**src/rtl/nrps_ram.sv**
```systemverilog
// ----------------------------------------------------------------------------
// nrps_ram
// Generic single-port-write, single-port-read RAM with registered read.
// ----------------------------------------------------------------------------
module nrps_ram #(
  parameter int WIDTH = 8,
  parameter int DEPTH = 16,
  parameter int AW    = (DEPTH > 1) ? $clog2(DEPTH) : 1
) (
  input  logic             clk,
  input  logic             we,
  input  logic [AW-1:0]    waddr,
  input  logic [WIDTH-1:0] wdata,
  input  logic             re,
  input  logic [AW-1:0]    raddr,
  output logic [WIDTH-1:0] rdata
);

  logic [WIDTH-1:0] mem [DEPTH];

  // write port
  always_ff @(posedge clk) begin
    if (we) begin
      mem[waddr] <= wdata;
    end
  end

  // registered read port
  always_ff @(posedge clk) begin
    if (re) begin
      rdata <= mem[raddr];
    end
  end

endmodule

```
**config.mk**
```make
export PLATFORM = sky130hd
export DESIGN_NAME = nrps_ram
export DESIGN_NICKNAME = d
export VERILOG_FILES = /design/src/rtl/nrps_ram.sv
export SDC_FILE = /design/constraint.sdc
export NUM_CORES = 1
export LEC_CHECK = 0
export ABC_AREA = 1
export BUFFER_PORTS_ARGS = -buffer_cell sky130_fd_sc_hd__buf_2
export CAP_MARGIN = 5
export CORE_AREA = 2 2 112 114
export CTS_CLUSTER_SIZE = 12
export DETAILED_ROUTE_END_ITERATION = 10
export DIE_AREA = 0 0 114 116
export GPL_TIMING_DRIVEN = 0
export PLACE_DENSITY_LB_ADDON = 0.25
export SETUP_SLACK_MARGIN = 0.3
export SYNTH_ARGS = -nofsm -noshare
export SYNTH_HDL_FRONTEND = slang
export SYNTH_SLANG_ARGS = --single-unit
export TNS_END_PERCENT = 5
```
**constraint.sdc**
```tcl
create_clock -name clk -period 2.93 [get_ports clk]
set_input_delay 0.4395 -clock clk [delete_from_list [all_inputs] [get_ports clk]]
set_output_delay 0.4395 -clock clk [all_outputs]
set_load 0.02 [all_outputs]
```
* After elaboration in Yosys (flattened, before gate mapping)
Memory sizes are Yosys's and may differ from the RTL's. A register that Yosys moved wholly into a read port is not among the register bits.
Index checks and enable logic that the tools add are counted.
** Storage, ports and cells
- Bits in latches :: 0
- ROM bits :: 0
- Memory bits (writable) :: 128
- Logic and storage cells :: 3
- Memories :: 1
- Bits in registers :: 0
- Output and inout port bits :: 8
** Operators by class
- Multiply operators :: 0
- Equality and inequality tests :: 0
- Multiplexer cells :: 2
- Shifts and indexed selects :: 0
- Reductions and logical operators :: 0
- Order comparisons :: 0
- Bitwise gates (word level) :: 0
- Divide/modulo/power cells :: 0
- Add/subtract/negate cells :: 0
** Memory list
- mem :: words 16, bits a word 8, read ports 1, clocked after memory_dff 1, wr ports 1, RTL line 19 : logic [WIDTH-1:0] mem [DEPTH];
** Operators by type and width (count)
- two-way mux 1 bit :: 2

* Longest topological paths before layout
- Depth after elaboration :: 2
- Gate-level depth with buffers :: 8
- Depth with buffers taken out :: 7

* Worst setup path before layout
OpenSTA, ideal clock, no wires.
- Path type :: input to register
- Start point :: input port waddr[2]
- End point :: memory mem[10][0] (enable)
- Arrival :: 1.020 ns
- Slack :: 1.540 ns
- Path buffers :: 0
- Library setup time :: 0.370 ns
- Data required time :: 2.560 ns
- Cell stages on the path :: 2
- Cells stage by stage :: nand3b_1 -> nor2_1
** RTL lines
- from (decl) :: RTL line 12 : input logic [AW-1:0] waddr,
- to (decl) :: RTL line 19
No word-level cell before the write port.

* Worst setup path after layout
- Start point :: input port waddr[3]
- End point :: memory mem[4][0] (enable)
No word-level cell before the write port.

==> reports/metrics.csv <==
metric;value;unit
status;finished, final reports clean;
CTS sink cnt;136;
maximum clock rate;659;MHz
CP required;2.98;ns
CP max FO;8;
Area Overhead vs Synth;15.5;%
die height;116;µm
Inserted Clock Buffers;17;
Reg clk slew, reported paths;0.06;ns
minimum clock period;1.52;ns
class of the worst hold path;input port to register;
Tot GR Track Use;22.7;%
synthesized flop and latch total;136;
htree depth;4;
gpl congestion;0.891;
Worst Tran Pin Value;0.956;ns
DP HPWL;8.90;mm
PortBufs;23;
Hold Violations, Final;0;
final wirelength;13.8;mm
top-area cell type share of the netlist area;69.8;%
initial core utilization;49.1;%
Vias;3895;
pre-CTS WS;0.971;ns
final setup fails;0;
initial antenna violation count;0;
Setup TNS;0;ns
Starting DRT DRC Count;281;
LEAKAGE;2.91;nW
largest net degree at the start of global routing;17;
ANT nets after route;0;
yosys warns;0;
clock tree from TritonCTS;done;
GRT overflow;0;
Slew Viols, Final;0;
Max-Cap Viols;0;
Rel. slew slack;36.0;%
Setup CP Type;input port to register;
r2r setup slk;1.73;ns
CP endpoint kind;register;
clock latency on the worst-skew pair;0.43;ns
hold path depth;1;
core outline area;0.0119;mm²
DP Area;0.00615;mm²
die width;114;µm
register area share after synthesis;69.8;%
Core Util, Final;56.7;%
Routed WL per cell;18.4;µm
share of layout cells above drive strength 1;12.9;%
Finished Cell Area;0.00675;mm²
# rows;40;
cell taking the most area after synthesis;edfxtp_1;
R2R depth;6;
post-CTS resize count;0;
CP arrival;1.57;ns
synth top area cells;edfxtp_1, nand2_1, nand3_1;
Clock Root Buffer;clkbuf_16;
Worst Slack Setup Final;1.41;ns
area of the multi-input gates;0.00121;mm²
final worst path period share;51.8;%
I/O pin cnt;27;
First-pass DRT Iterations;5;
FILL cells;1012;
die area;0.0132;mm²
Hold Buf Count CTS;0;
Via density;5.17;
first-pass GRT wire length;21.2;mm
ant diodes;0;
vias in the first global route;3686;
final net count;612;
Min Hold Slack;0.346;ns
RSZ-0062 raised after global routing;no;
area of the mapped netlist;0.00585;mm²
Post-Syn Nets;570;
Final Skew;0.00709;ns
post-synthesis instance total;551;
Syn Area/Cell;10.6;µm²
sequential cell area;0.00408;mm²
post-synth cell types;11;
CP Launch Type;input port;
Max clock buf depth;2;
pwr dens;690;mW/mm²
# DRC;0;
Post-CTS Setup Repair Bufs;0;
maximum vdd drop;326;µV
## where the power goes
group / switching (mW) / leakage [nW] / internal [mW] / total, mW
clock: 0.821 / 0.288 / 1.34 / 2.16
combinational: 0.211 / 1.39 / 0.0819 / 0.293
sequential: 0.00921 / 1.24 / 2.19 / 2.20
## worst paths after layout
kind,startpoint,to
max reg2reg,mem[11][4]$_DFFE_PP_,rdata[4]$_DFFE_PP_
max,waddr[3],mem[4][0]$_DFFE_PP_
min,re,rdata[1]$_DFFE_PP_
min reg2reg,mem[8][0]$_DFFE_PP_,rdata[0]$_DFFE_PP_
## worst max-delay path, cell delays in order
cell      delay [ns]
buf_2           0.11
nand3b_1        0.24
nor2_1          0.77
## cells by family (layout without fill, tap and decap cells)
family / Yosys count / count (layout) / synth area share (%)
buffers and inverters: 126 / 181 / 9.39
DFF: 136 / 136 / 69.8
and+or+nand+nor: 289 / 289 / 20.8
## state kept, by name, summed over array words and instances, names as in the netlist
register / cells
rdata: 8
mem: 128
## routing by layer
layer	GRT usage [%]	vias to the layer above	wire [µm]
met3	5.07	21	1260
met4	9.11	0	271
met2	33.3	172	6090
li1	-	1866	-
met5	0	-	0
met1	33.3	1836	6220
## final cells by class
type | instances | area share (%)
tap | 147 | 2.72
clock buffer | 18 | 6.36
multi-input combinational | 289 | 18.0
sequential | 136 | 60.5
inverter | 102 | 5.67
timing repair buffer | 23 | 1.71
clock inverter | 14 | 2.59
buffer | 24 | 2.47
## cell usage after synthesis
library cell / number
buf_1: 1
buf_2: 13
buf_4: 4
buf_6: 6
edfxtp_1: 136
inv_1: 100
inv_2: 2
nand2_1: 173
nand3_1: 97
nand3b_1: 2
nor2_1: 17
## stage by stage
| stage | power, mW | cells |
|---|---|---|
| 2_1_floorplan | 2.41 | 551 |
| 3_3_place_gp | 2.53 | 721 |
| 3_5_place_dp | 2.53 | 721 |
| 4_1_cts | 4.66 | 753 |
| 5_1_grt | 4.77 | 753 |
| 6_report | 4.66 | 753 |
## cell usage in the layout (no fill, tap or decap), types with 2 or more instances in the layout
cell        synthesis  routed
buf_2              13      36
buf_4               4       4
buf_6               6       6
bufinv_16           0       3
clkbuf_16           0      17
clkinv_4            0       6
clkinvlp_4          0       2
edfxtp_1          136     136
inv_1             100     100
inv_2               2       2
nand2_1           173     173
nand3_1            97      97
nand3b_1            2       2
nor2_1             17      17
(Power assumes the default switching activity.)
