### src/rtl/nrps_pkg.sv
// ----------------------------------------------------------------------------
// nrps_pkg
// Shared types and constants for the nearest-rectangle search block.
// ----------------------------------------------------------------------------
package nrps_pkg;

  // default table depth
  localparam int MAX_RECTS_DEF = 256;

  // search radius register
  localparam int          RADIUS_W     = 10;
  localparam logic [9:0]  RADIUS_RESET = 10'd250;

  // squared distance widths
  localparam int DIST_W = 20;
  localparam int SUM_W  = 21;

  // command codes
  typedef enum logic [1:0] {
    CMD_CLEAR  = 2'd0,
    CMD_APPEND = 2'd1,
    CMD_QUERY  = 2'd2,
    CMD_NONE   = 2'd3
  } cmd_t;

  // status codes
  typedef enum logic [1:0] {
    ST_DONE  = 2'd0,
    ST_FULL  = 2'd1,
    ST_FOUND = 2'd2,
    ST_MISS  = 2'd3
  } status_t;

  // controller states
  typedef enum logic {
    S_IDLE = 1'b0,
    S_SCAN = 1'b1
  } state_t;

  // one stored rectangle
  typedef struct packed {
    logic [15:0] left;
    logic [15:0] top;
    logic [14:0] width;
    logic [14:0] height;
  } rect_t;

  localparam int RECT_W = $bits(rect_t);

  // score of one rectangle leaving the scoring pipeline
  typedef struct packed {
    logic              contained;
    logic              outside;
    logic [SUM_W-1:0]  sq_sum;
    rect_t             rect;
  } score_t;

endpackage

### src/rtl/nrps_score.sv
// ----------------------------------------------------------------------------
// nrps_score
// Three-stage scoring pipeline: edges, clamped offsets, squared distance.
// ----------------------------------------------------------------------------
module nrps_score #(
  parameter int AW = 8
) (
  input  logic                   clk,
  input  logic                   rst,
  input  logic                   in_valid,
  input  logic [AW-1:0]          in_idx,
  input  nrps_pkg::rect_t        in_rect,
  input  logic signed [15:0]     px,
  input  logic signed [15:0]     py,
  input  logic [9:0]             radius,
  output logic                   out_valid,
  output logic [AW-1:0]          out_idx,
  output nrps_pkg::score_t       out_res,
  output logic                   active
);

  import nrps_pkg::*;

  // stage 1 registers
  logic               v1;
  logic [AW-1:0]      idx1;
  rect_t              rect1;
  logic signed [17:0] right1;
  logic signed [17:0] bottom1;

  // stage 2 registers
  logic               v2;
  logic [AW-1:0]      idx2;
  rect_t              rect2;
  logic               outside2;
  logic [9:0]         dx2;
  logic [9:0]         dy2;

  // stage 3 registers
  logic               v3;
  logic [AW-1:0]      idx3;
  rect_t              rect3;
  logic               outside3;
  logic               inside3;
  logic [DIST_W-1:0]  sqx3;
  logic [DIST_W-1:0]  sqy3;

  // combinational
  logic signed [17:0] in_left;
  logic signed [17:0] in_top;
  logic signed [17:0] left1;
  logic signed [17:0] top1;
  logic signed [17:0] x18;
  logic signed [17:0] y18;
  logic signed [17:0] r18;
  logic signed [17:0] xmr;
  logic signed [17:0] xpr;
  logic signed [17:0] ymr;
  logic signed [17:0] ypr;
  logic signed [17:0] dxl;
  logic signed [17:0] dxr;
  logic signed [17:0] dyt;
  logic signed [17:0] dyb;
  logic               outside;
  logic [9:0]         dx;
  logic [9:0]         dy;

  // sign-extended coordinates
  assign in_left = {{2{in_rect.left[15]}}, in_rect.left};
  assign in_top  = {{2{in_rect.top[15]}}, in_rect.top};
  assign left1   = {{2{rect1.left[15]}}, rect1.left};
  assign top1    = {{2{rect1.top[15]}}, rect1.top};
  assign x18     = {{2{px[15]}}, px};
  assign y18     = {{2{py[15]}}, py};
  assign r18     = {8'd0, radius};
  assign xmr     = x18 - r18;
  assign xpr     = x18 + r18;
  assign ymr     = y18 - r18;
  assign ypr     = y18 + r18;

  // stage 1: right and bottom edges
  always_ff @(posedge clk) begin
    idx1    <= in_idx;
    rect1   <= in_rect;
    right1  <= in_left + {3'd0, in_rect.width};
    bottom1 <= in_top + {3'd0, in_rect.height};
  end

  // search square test and clamped offsets
  assign dxl     = left1 - x18;
  assign dxr     = x18 - right1;
  assign dyt     = top1 - y18;
  assign dyb     = y18 - bottom1;
  assign outside = (right1 < xmr) || (left1 > xpr) || (bottom1 < ymr) || (top1 > ypr);

  always_comb begin
    dx = '0;
    dy = '0;
    if (x18 < left1) begin
      dx = dxl[9:0];
    end else if (x18 > right1) begin
      dx = dxr[9:0];
    end
    if (y18 < top1) begin
      dy = dyt[9:0];
    end else if (y18 > bottom1) begin
      dy = dyb[9:0];
    end
  end

  // stage 2: offsets within the square fit in the radius width
  always_ff @(posedge clk) begin
    idx2     <= idx1;
    rect2    <= rect1;
    outside2 <= outside;
    dx2      <= dx;
    dy2      <= dy;
  end

  // stage 3: squares
  always_ff @(posedge clk) begin
    idx3     <= idx2;
    rect3    <= rect2;
    outside3 <= outside2;
    inside3  <= !outside2 && (dx2 == '0) && (dy2 == '0);
    sqx3     <= dx2 * dx2;
    sqy3     <= dy2 * dy2;
  end

  // stage valid bits
  always_ff @(posedge clk) begin
    if (rst) begin
      v1 <= 1'b0;
      v2 <= 1'b0;
      v3 <= 1'b0;
    end else begin
      v1 <= in_valid;
      v2 <= v1;
      v3 <= v2;
    end
  end

  // result
  assign out_valid         = v3;
  assign out_idx           = idx3;
  assign out_res.contained = inside3;
  assign out_res.outside   = outside3;
  assign out_res.sq_sum    = {1'b0, sqx3} + {1'b0, sqy3};
  assign out_res.rect      = rect3;
  assign active            = in_valid || v1 || v2 || v3;

endmodule

### config.mk
export PLATFORM = sky130hd
export DESIGN_NAME = nrps_score
export DESIGN_NICKNAME = d
export VERILOG_FILES = /design/src/rtl/nrps_pkg.sv /design/src/rtl/nrps_score.sv
export SDC_FILE = /design/constraint.sdc
export NUM_CORES = 1
export LEC_CHECK = 0
export BUFFER_PORTS_ARGS = -buffer_cell sky130_fd_sc_hd__buf_2
export CORE_ASPECT_RATIO = 0.9
export CORE_MARGIN = 2
export CORE_UTILIZATION = 40
export DETAILED_ROUTE_END_ITERATION = 16
export SETUP_SLACK_MARGIN = 0.02
export SLEW_MARGIN = 10
export SYNTH_ARGS = -nofsm -noshare
export SYNTH_HDL_FRONTEND = slang
export SYNTH_SLANG_ARGS = --single-unit
### constraint.sdc
create_clock -name clk -period 8.3 [get_ports clk]
set_clock_uncertainty 0.15 [all_clocks]
set_input_delay 1.245 -clock clk [delete_from_list [all_inputs] [get_ports clk]]
set_output_delay 1.245 -clock clk [all_outputs]
set_load 0.01 [all_outputs]
Yosys cells after proc, flatten, opt, wreduce, memory -nomap -nowiden
Index checks and enable logic that the tools add are counted.

Bits in registers: 310.

Muxes and demuxes: 4. Order comparisons: 8. $add $sub $neg: 11. Reductions and logical operators: 11. Multiply operators: 2.

Operators with widths (count): > comparator 16 x 17 -> 1 bit (4); multiplier 10 x 10 -> 20 bit (2); two-way mux 10 bit (4); subtractor 10 bit (4); adder 16 x 11 -> 17 bit (2); adder 16 x 16 -> 17 bit (2); < comparator 17 bit (2); subtractor 16 x 11 -> 17 bit (2); < comparator 16 bit (2); adder 20 x 20 -> 21 bit (1); zero test 10 bit (2); logical OR 1 bit (6); logical AND 1 bit (2); zero test 1 bit (1).

Logic depth before layout (Yosys ltp)
Gate-level depths: netlist of the first run.

Word-level depth: 5. Mapped depth: 20. Gate-level depth less buffers: 19.

Least setup slack after synthesis of the first run
Ideal clock, no wire load.

Path type: register -> register. From: reg dy2[0]. To: reg sqy3[16]. Library setup time: 0.124 ns. Cell stages (with the launch flop): 19. Period minus slack after synthesis: 5.085 ns. Path buffers: 1. Slack: 3.215 ns. Arrival time: 4.811 ns. Cell sequence: dfxtp_1 > clkbuf_1 > nand2_1 > fa_1 > fa_1 > inv_1 > fa_1 > fa_1 > inv_1 > fa_1 > inv_1 > ha_1 > a21o_1 > nand2_1 > o21a_1 > a21oi_1 > a311o_1 > a21oi_1 > xnor2_1.

Cells in the longest elaborated chain, start to end: 1.

Ends and longest elaborated chain: start, declared (line nrps_score.sv:37) `logic [9:0] dy2;`; start signal, assigned (line nrps_score.sv:117) `dy2 <= dy;`; multiplier 10 x 10 -> 20 bit (line nrps_score.sv:127) `sqy3 <= dy2 * dy2;`; end signal, assigned (line nrps_score.sv:127); end, declared (line nrps_score.sv:46) `logic [DIST_W-1:0] sqy3;`.

Every way passes these cells. A chain may end at the register's enable or synchronous reset.

Worst setup path in the final report of the first run
Ends and elaborated chain as after synthesis.

==> results of run 1 <==
-- logic make-up after synthesis --
family,after synthesis,share of synthesized area [%]
buf+inv,328,6.17
fa+ha+maj,438,31.2
flops,308,30.7
compound gates,391,13.2
mux,5,0.262
xor+xnor,160,6.97
simple gates,463,11.6
-- routing by layer --
metal,up-vias,track usage (%)
met5,-,0
met4,6,5.42
met3,69,3.27
met2,255,29.6
met1,6912,22.8
li1,7470,-
-- worst paths after layout --
path	startpoint	end	depth (start not counted)
hold / removal	rect2[0]	out_res[0]	0
hold reg to reg	rect2[0]	out_res[0]	0
setup reg to reg	dy2[0]	sqy3[16]	17
setup / recovery	dy2[0]	sqy3[16]	17
-- state kept, by name (all words and copies together), names as in the netlist --
name       cells
bottom1       17
dx2           10
dy2           10
idx1           8
idx2           8
inside3        1
left1         16
out_idx        8
out_res       62
out_valid      1
outside2       1
outside3       1
rect1         46
rect2         62
right1        17
sqx3          19
sqy3          19
v1             1
v2             1
-- placed cells by master (no fill, tap or decap), drive strengths merged, types with 7 or more instances in the layout --
cell type and n:
clkinv 7, nand3 33, and2 53, buf 210, clkbuf 43, a22o 9
nor2 109, a31oi 10, xnor2 104, or4 7, o21a 26, nor3 29
o22ai 14, a211oi 16, inv 290, nor2b 39, o211ai 7, nand4 24
a21oi 110, xor2 56, nor4 9, fa 104, a21o 50, and3 16
ha 334, o21ai 68, o21ba 8, or3 13, nand2 101, o21bai 18
nand2b 20, dfxtp 308
-- through the flow --
| stage | hold slack [ns] | cell area, sq um | total power, mW |
|---|---|---|---|
| floorplan | 0.160 | 20100 | 6.51 |
| global placement | 0.160 | 21800 | 7.72 |
| detailed placement | 0.162 | 21800 | 7.80 |
| CTS | 0.158 | 23000 | 9.52 |
| global route | 0.180 | 23000 | 10.4 |
| finish | 0.158 | 23100 | 9.37 |
-- worst max-delay path: stages, from the launching register on --
cell and delay, ns:
dfxtp_1 0.60, nand2_1 0.21, fa_1 0.55, fa_1 0.54
inv_1 0.05, fa_1 0.50, fa_1 0.55, inv_1 0.05
fa_1 0.52, inv_1 0.04, ha_1 0.34, a21o_1 0.17
nand2_1 0.06, o21a_1 0.16, a21oi_1 0.11, a311o_1 0.36
a21oi_1 0.18, xnor2_1 0.13
-- power by group through the flow --
stage               Combinational (mW)  Sequential, mW  Clock [mW]
global route                      6.68            2.02        1.72
finish                            5.78            1.98        1.61
CTS                               5.86            1.99        1.66
detailed placement                5.78            2.02           0
global placement                  5.71            2.01           0
floorplan                         4.64            1.88           0
-- final cells by class --
type                            count  area, sq um
Antenna cell                        5         12.5
Clock buffer                       43          946
Clock inverter                     19          270
Fill cell                        4803        26300
Inverter                          288         1080
Multi-Input combinational cell   1457        12700
Sequential cell                   308         6170
Tap cell                          671          840
Timing Repair Buffer              210         1050
==> flow_summary.ini, run 1 <==
[grt]
grt_usage_pct = 17.6
grt_pass1_vias = 14900
grt_max_degree = 17
grt_pass1_wl_um = 73500
antenna_found_initial = 7
overflow = 0

[routing]
via_per_inst = 4.90
dr.max_layer_used = met5
drtAntennaViolNets = 0
firstDrtPassIters = 5
wl_um = 45000
num_vias = 14700
wl_met3_um = 2370
met1Wirelength_um = 20100
wl_per_cell_um = 15.0
wl_met2_um = 21300
first_iter_violations = 672
drc = 0

[sta]
final.setup.tns_ns = 0
slew_headroom_pct = 30.6
timing.final.crit_share_pct = 64.9
fmax_mhz = 186
fin_ws_ns = 2.92
rsz0062_at_grt = no
finalSetupViolCount = 0
fin_crit_ns = 5.38
timing.final.max_slew_violations = 0
worst_pin_slew_ns = 1.03
hold_viol = 0

[setup_path]
cp-end-kind = flop
start_kind = flop
crit_type = flop to flop
cp.arrival_ns = 5.70
reg2reg_setup_slack_ns = 2.92
cp_max_fo = 16
critPathRequiredTime_ns = 8.62

[floorplanning]
fp.dieH_um = 217
dieArea_sq_mm = 0.0520
core_sq_mm = 0.0493
rows = 77
dieWidth_um = 240
initial_core_util_pct = 40.7
io_pins = 210

[synthesis]
synth-seq-cells = 308
ys.flop_type = dfxtp_1
syn-instance-count = 2093
synthTopCellsByCount = 334 x ha_1, 308 x dfxtp_1, 288 x inv_1
netlist_area_sq_mm = 0.0201
syn_area_per_cell_sq_um = 9.60
async_flop_share_pct = 0
syn-num-nets = 2646
synthTopCellsByArea = dfxtp_1 31%, ha_1 21%, fa_1 10%
seq_area_frac_synth_pct = 30.7
synth_edf_count = 0
yosysUniqueCellTypes = 76
netlist.top_cell.by_area = dfxtp_1
netlist.area_leader.share_pct = 30.7
yosysMostFrequentCell = ha_1
ys_warn_count = 0

[clocking]
clockBufferDepth = 3
clk_latency_ns = 0.54
clk_pin_slew_worst_paths_ns = 0.07
hold_buffers = 0
post_cts_buffers = 0
cts_resized = 0
h-tree-depth = 2
cts_root_buffer = clkbuf_16
cts_sinks = 308
cts_buffers = 34
tritoncts = built

[pwr]
seqPwrFrac_pct = 21.2
vdd_drop_max_v = 0.000395
p_clk_share_pct = 17.2
power_switching_mw = 4.05
p_int_mw = 5.32
share_comb_of_total_power_pct = 61.7
power_leakage_nw = 11.6
switching_share_pct = 43.3
power_density_mw_per_mm2 = 407

[worst_hold_path]
hold_path_class = flop to flop

[run_status]
status = finished clean

[final_layout]
areaGrowthSynthToFinish_pct = 14.7
num-nets-final = 2852
fin_cells = 3001
layout-drive-gt1-share_pct = 12.9
fin_util_pct = 46.7

[placement]
place_ws_ns = 2.86
portBuffers = 209
dp_cells = 2934
routabilityCongestion = 0.874
dp_hpwl_um = 37200

[flow_run]
maxCapViolations = 0
Note: power is estimated with default switching activity, not from simulation.
==> inputs of run 2 (changes only) <==
==> constraint.sdc (replaced) <==
create_clock -name clk -period 4.7 [get_ports clk]
set_clock_uncertainty 0.15 [all_clocks]
set_input_delay 0.705 -clock clk [delete_from_list [all_inputs] [get_ports clk]]
set_output_delay 0.705 -clock clk [all_outputs]
set_load 0.01 [all_outputs]
==> flow_summary.ini, run 2 (synthesis results as in run 1) <==
[run_status]
status = finished clean

[setup_path]
cp.arrival_ns = 5.01
crit_end = sqx3[18]
reg2regPathDepth = 16
critPathLaunch = dx2[5]
rr_endpoint = sqx3[18]
rr_startpoint = dx2[5]
start_kind = flop
reg2reg_setup_slack_ns = 0.06
cp-end-kind = flop
cp_max_fo = 7
crit_type = flop to flop
critPathRequiredTime_ns = 5.07

[sta]
final.setup.tns_ns = 0
worst_pin_slew_ns = 0.714
rsz0062_at_grt = yes
fmax_mhz = 216
fin_crit_ns = 4.64
finalSetupViolCount = 0
timing.final.max_slew_violations = 0
timing.final.crit_share_pct = 98.7
fin_hold_ws_ns = 0.0641
hold_viol = 0
fin_ws_ns = 0.0633
slew_headroom_pct = 52.3

[placement]
routabilityCongestion = 0.876
portBuffers = 209
dp_hpwl_um = 38100
place_ws_ns = -0.232

[final_layout]
layout_common_cells = 308 x ha_1, 288 x dfxtp_1, 266 x inv_1
num-nets-final = 2951
final_common_cell = ha_1
fin_util_pct = 49.3
areaGrowthSynthToFinish_pct = 21.0
layout-drive-gt1-share_pct = 21.4

[clocking]
clockBufferDepth = 3
cts_sinks = 308
cts_root_buffer = clkbuf_16
clk_pin_slew_worst_paths_ns = 0.07
h-tree-depth = 1
tritoncts = built
clk_latency_ns = 0.60
cts_buffers = 31

[pwr]
vdd_drop_max_v = 0.000878
power_density_mw_per_mm2 = 820
power_leakage_nw = 12.1

[routing]
drc = 0
num_vias = 15200
firstDrtPassIters = 5
via_per_inst = 4.91
wl_per_cell_um = 15.1
wl_um = 46600
drtAntennaViolNets = 0
first_iter_violations = 660

[grt]
grt_pass1_wl_um = 75900
grt_usage_pct = 17.9
grt_pass1_vias = 15300
overflow = 0
grt_max_degree = 17
antenna_found_initial = 7

[worst_hold_path]
hold_path_class = input pin to flop
hold_path_depth = 1
worstHoldStart = in_rect[43]

[floorplanning]
dieArea_sq_mm = 0.0520
fp.dieH_um = 217
core_sq_mm = 0.0493
initial_core_util_pct = 40.7
io_pins = 210
dieWidth_um = 240
rows = 77

[flow_run]
maxCapViolations = 0
==> run 2: cell types whose count changed in the layout (fill, tap and decap cells not counted), sizes merged <==
cell | before | now
bufinv | 5 | 3
clkinv | 7 | 1
buf | 210 | 312
clkinvlp | 5 | 0
clkbuf | 43 | 45
==> run 2: per-layer routing <==
layer | GRT usage [%] | part of all wire [%] | up-vias
met3 | 3.49 | 5.4 | 54
li1 | - | - | 7665
met5 | 0 | 0.081 | -
met1 | 23.5 | 45 | 7177
met4 | 3.35 | 1.7 | 6
met2 | 30.7 | 48 | 295
==> run 2: area by class of cell <==
cell class,count,area (sq um)
Timing Repair Buffer,312,1860
Inverter,288,1080
Fill cell,4602,25000
Clock inverter,6,124
Antenna cell,5,12.5
Tap cell,671,840
Clock buffer,45,908
Sequential cell,308,6240
Multi-Input combinational cell,1457,13200
==> run 2: worst min path at each step <==
stage	endpoint	slack [ns]
after floorplan	idx2[0]	0.16
after global placement	idx2[1]	0.16
after detailed placement	out_res[29]	0.16
after CTS	rect1[44]	0.01
after global routing	rect1[43]	0.02
final	rect1[43]	0.06
==> run 2: critical path: stages (launching register included) <==
cell and delay, ns:
dfxtp_4 0.37, and2_4 0.18, fa_2 0.57, fa_1 0.46, ha_4 0.27, fa_1 0.47, inv_1 0.05, fa_1 0.51
inv_2 0.05, ha_4 0.20, a21o_1 0.17, a311oi_2 0.25, o211ai_1 0.17, and3_1 0.21, a31o_2 0.25, a21oi_2 0.12
xnor2_1 0.11
==> run 2: power breakdown <==
part / switching [mW] / total [mW] / internal (mW)
logic: 7.11 / 14.0 / 6.89
clock network: 1.01 / 2.50 / 1.49
registers: 0.283 / 3.44 / 3.16
total: 8.40 / 19.9 / 11.5
==> run 2: stage by stage <==
stage / instance area (sq um) / std cells / total power, mW
6_report: 24300 / 3092 / 19.9
5_1_grt: 24300 / 3089 / 21.9
4_1_cts: 24000 / 3078 / 18.9
3_5_place_dp: 22500 / 3014 / 15.5
3_3_place_gp: 22500 / 3014 / 15.3
2_1_floorplan: 20300 / 2093 / 12.0
==> run 2: what timing repair did <==
item / 4_1_cts / 5_1_grt
resized for setup: 84 / 62
setup endpoints to repair: 14 / 14
pin swaps: 71 / 78
buffers inserted: 13 / 10
hold buffers: 0 / 0
==> inputs of run 3 (changes only) <==
==> constraint.sdc (replaced) <==
create_clock -name clk -period 5.5 [get_ports clk]
set_clock_uncertainty 0.15 [all_clocks]
set_input_delay 0.825 -clock clk [delete_from_list [all_inputs] [get_ports clk]]
set_output_delay 0.825 -clock clk [all_outputs]
set_load 0.01 [all_outputs]
==> flow_summary.ini, run 3 (synthesis results as in run 1) <==
[final_layout]
fin_util_pct = 46.7
final_common_cell = ha_1
layout-drive-gt1-share_pct = 13.7
design_area_sq_mm = 0.0230
fill_cells = 4753
areaGrowthSynthToFinish_pct = 14.6
layout_common_cells = 334 x ha_1, 302 x dfxtp_1, 288 x inv_1
num-nets-final = 2861
fin_cells = 3006

[setup_path]
cp.arrival_ns = 5.52
critPathLaunch = dx2[4]
start_kind = flop
rr_startpoint = dx2[4]
reg2reg_setup_slack_ns = 0.35
cp-end-kind = flop
critPathRequiredTime_ns = 5.87
crit_type = flop to flop
cp_max_fo = 7

[sta]
fin_crit_ns = 5.15
hold_viol = 0
worst_pin_slew_ns = 0.854
timing.final.crit_share_pct = 93.7
timing.final.max_slew_violations = 0
rsz0062_at_grt = no
finalSetupViolCount = 0
slew_headroom_pct = 43.0
final.setup.tns_ns = 0
fmax_mhz = 194

[floorplanning]
fp.dieH_um = 217
dieWidth_um = 240
core_sq_mm = 0.0493
rows = 77
dieArea_sq_mm = 0.0520
initial_core_util_pct = 40.7
io_pins = 210

[clocking]
post_cts_buffers = 0
cts_sinks = 308
cts_buffers = 31
h-tree-depth = 1
clk_pin_slew_worst_paths_ns = 0.07
tritoncts = built
cts_root_buffer = clkbuf_16
clockBufferDepth = 3
clk_latency_ns = 0.61

[grt]
grt_pass1_wl_um = 72800
antenna_found_initial = 9
grt_usage_pct = 17.2
grt_pass1_vias = 14800
overflow = 0
grt_max_degree = 17

[routing]
num_vias = 14900
drtAntennaViolNets = 0
drc = 0
wl_um = 44700
firstDrtPassIters = 5
via_per_inst = 4.94
wl_per_cell_um = 14.9
first_iter_violations = 719

[pwr]
p_int_mw = 7.88
seqPwrFrac_pct = 20.8
power_density_mw_per_mm2 = 610
power_switching_mw = 6.16
p_clk_share_pct = 15.8
switching_share_pct = 43.9
vdd_drop_max_v = 0.000525
share_comb_of_total_power_pct = 63.4
power_mw = 14.0
power_leakage_nw = 11.6

[flow_run]
maxCapViolations = 0

[placement]
portBuffers = 209
dp_cells = 2946
placed_cell_area_sq_mm = 0.0219
routabilityCongestion = 0.899
dp_hpwl_um = 37200

[run_status]
status = finished clean

[worst_hold_path]
hold_path_class = flop to flop
worstHoldStart = rect2[0]
==> run 3: cell count changes in the layout (fill, tap and decap cells not counted), sizes merged <==
| cell | change |
|---|---|
| buf | -90 |
| clkinv | +12 |
| clkbuf | -10 |
| clkinvlp | +3 |
| diode | -3 |
| bufinv | +1 |
| inv | +1 |
==> run 3: path summary, 6_finish.rpt <==
path / to / depth (start not counted)
setup reg to reg: sqx3[19] / 18
setup / recovery: sqx3[19] / 18
hold reg to reg: out_res[0] / 0
hold / removal: out_res[0] / 0
==> run 3: cell type report <==
cell class	count	area (sq um)	share of cell area, %
Clock inverter	23	278	1.21
Clock buffer	35	821	3.56
Tap cell	671	840	3.64
Antenna cell	2	5.00	0.0217
Timing Repair Buffer	222	1140	4.96
Multi-Input combinational cell	1457	12700	55.1
Inverter	288	1080	4.69
Sequential cell	308	6170	26.8
==> run 3: routing by layer <==
layer	up-vias	wire, um	track usage [%]
met5	-	72	0
met4	10	1110	4.47
met3	66	2320	3.55
met2	288	20700	28.6
met1	7001	20500	22.7
li1	7487	-	-
==> run 3: power by group through the flow <==
stage	Clock, mW	Sequential [mW]	Combinational, mW
3_5_place_dp	0	2.98	8.92
2_1_floorplan	0	2.83	7.00
4_1_cts	2.30	2.93	9.02
6_report	2.22	2.93	8.90
3_3_place_gp	0	2.97	8.72
5_1_grt	2.39	2.97	10.3
==> run 3: worst max-delay path, stage by stage (launching register included) <==
cell and delay (ns):
dfxtp_1 0.45, buf_4 0.22, nand2_1 0.10, inv_1 0.08, fa_1 0.43, fa_1 0.47, ha_1 0.34, fa_1 0.55
inv_1 0.06, fa_1 0.50, inv_1 0.04, ha_1 0.23, or2_1 0.22, a2111o_1 0.44, nand3_1 0.15, nand3_1 0.12
a31o_2 0.26, a21oi_1 0.16, xnor2_1 0.13
==> run 3: what timing repair did <==
action | in CTS | in global routing
hold buffers | 0 | 0
endpoints found under the setup margin | 0 | 4
gates resized for setup | 0 | 6
==> run 3: stage by stage <==
step / hold WS, ns / worst slack [ns]
floorplan: 0.160 / 0.415
finish: 0.167 / 0.345
global placement: 0.160 / 0.351
detailed placement: 0.162 / 0.259
global route: 0.152 / 0.0437
CTS: 0.144 / 0.240
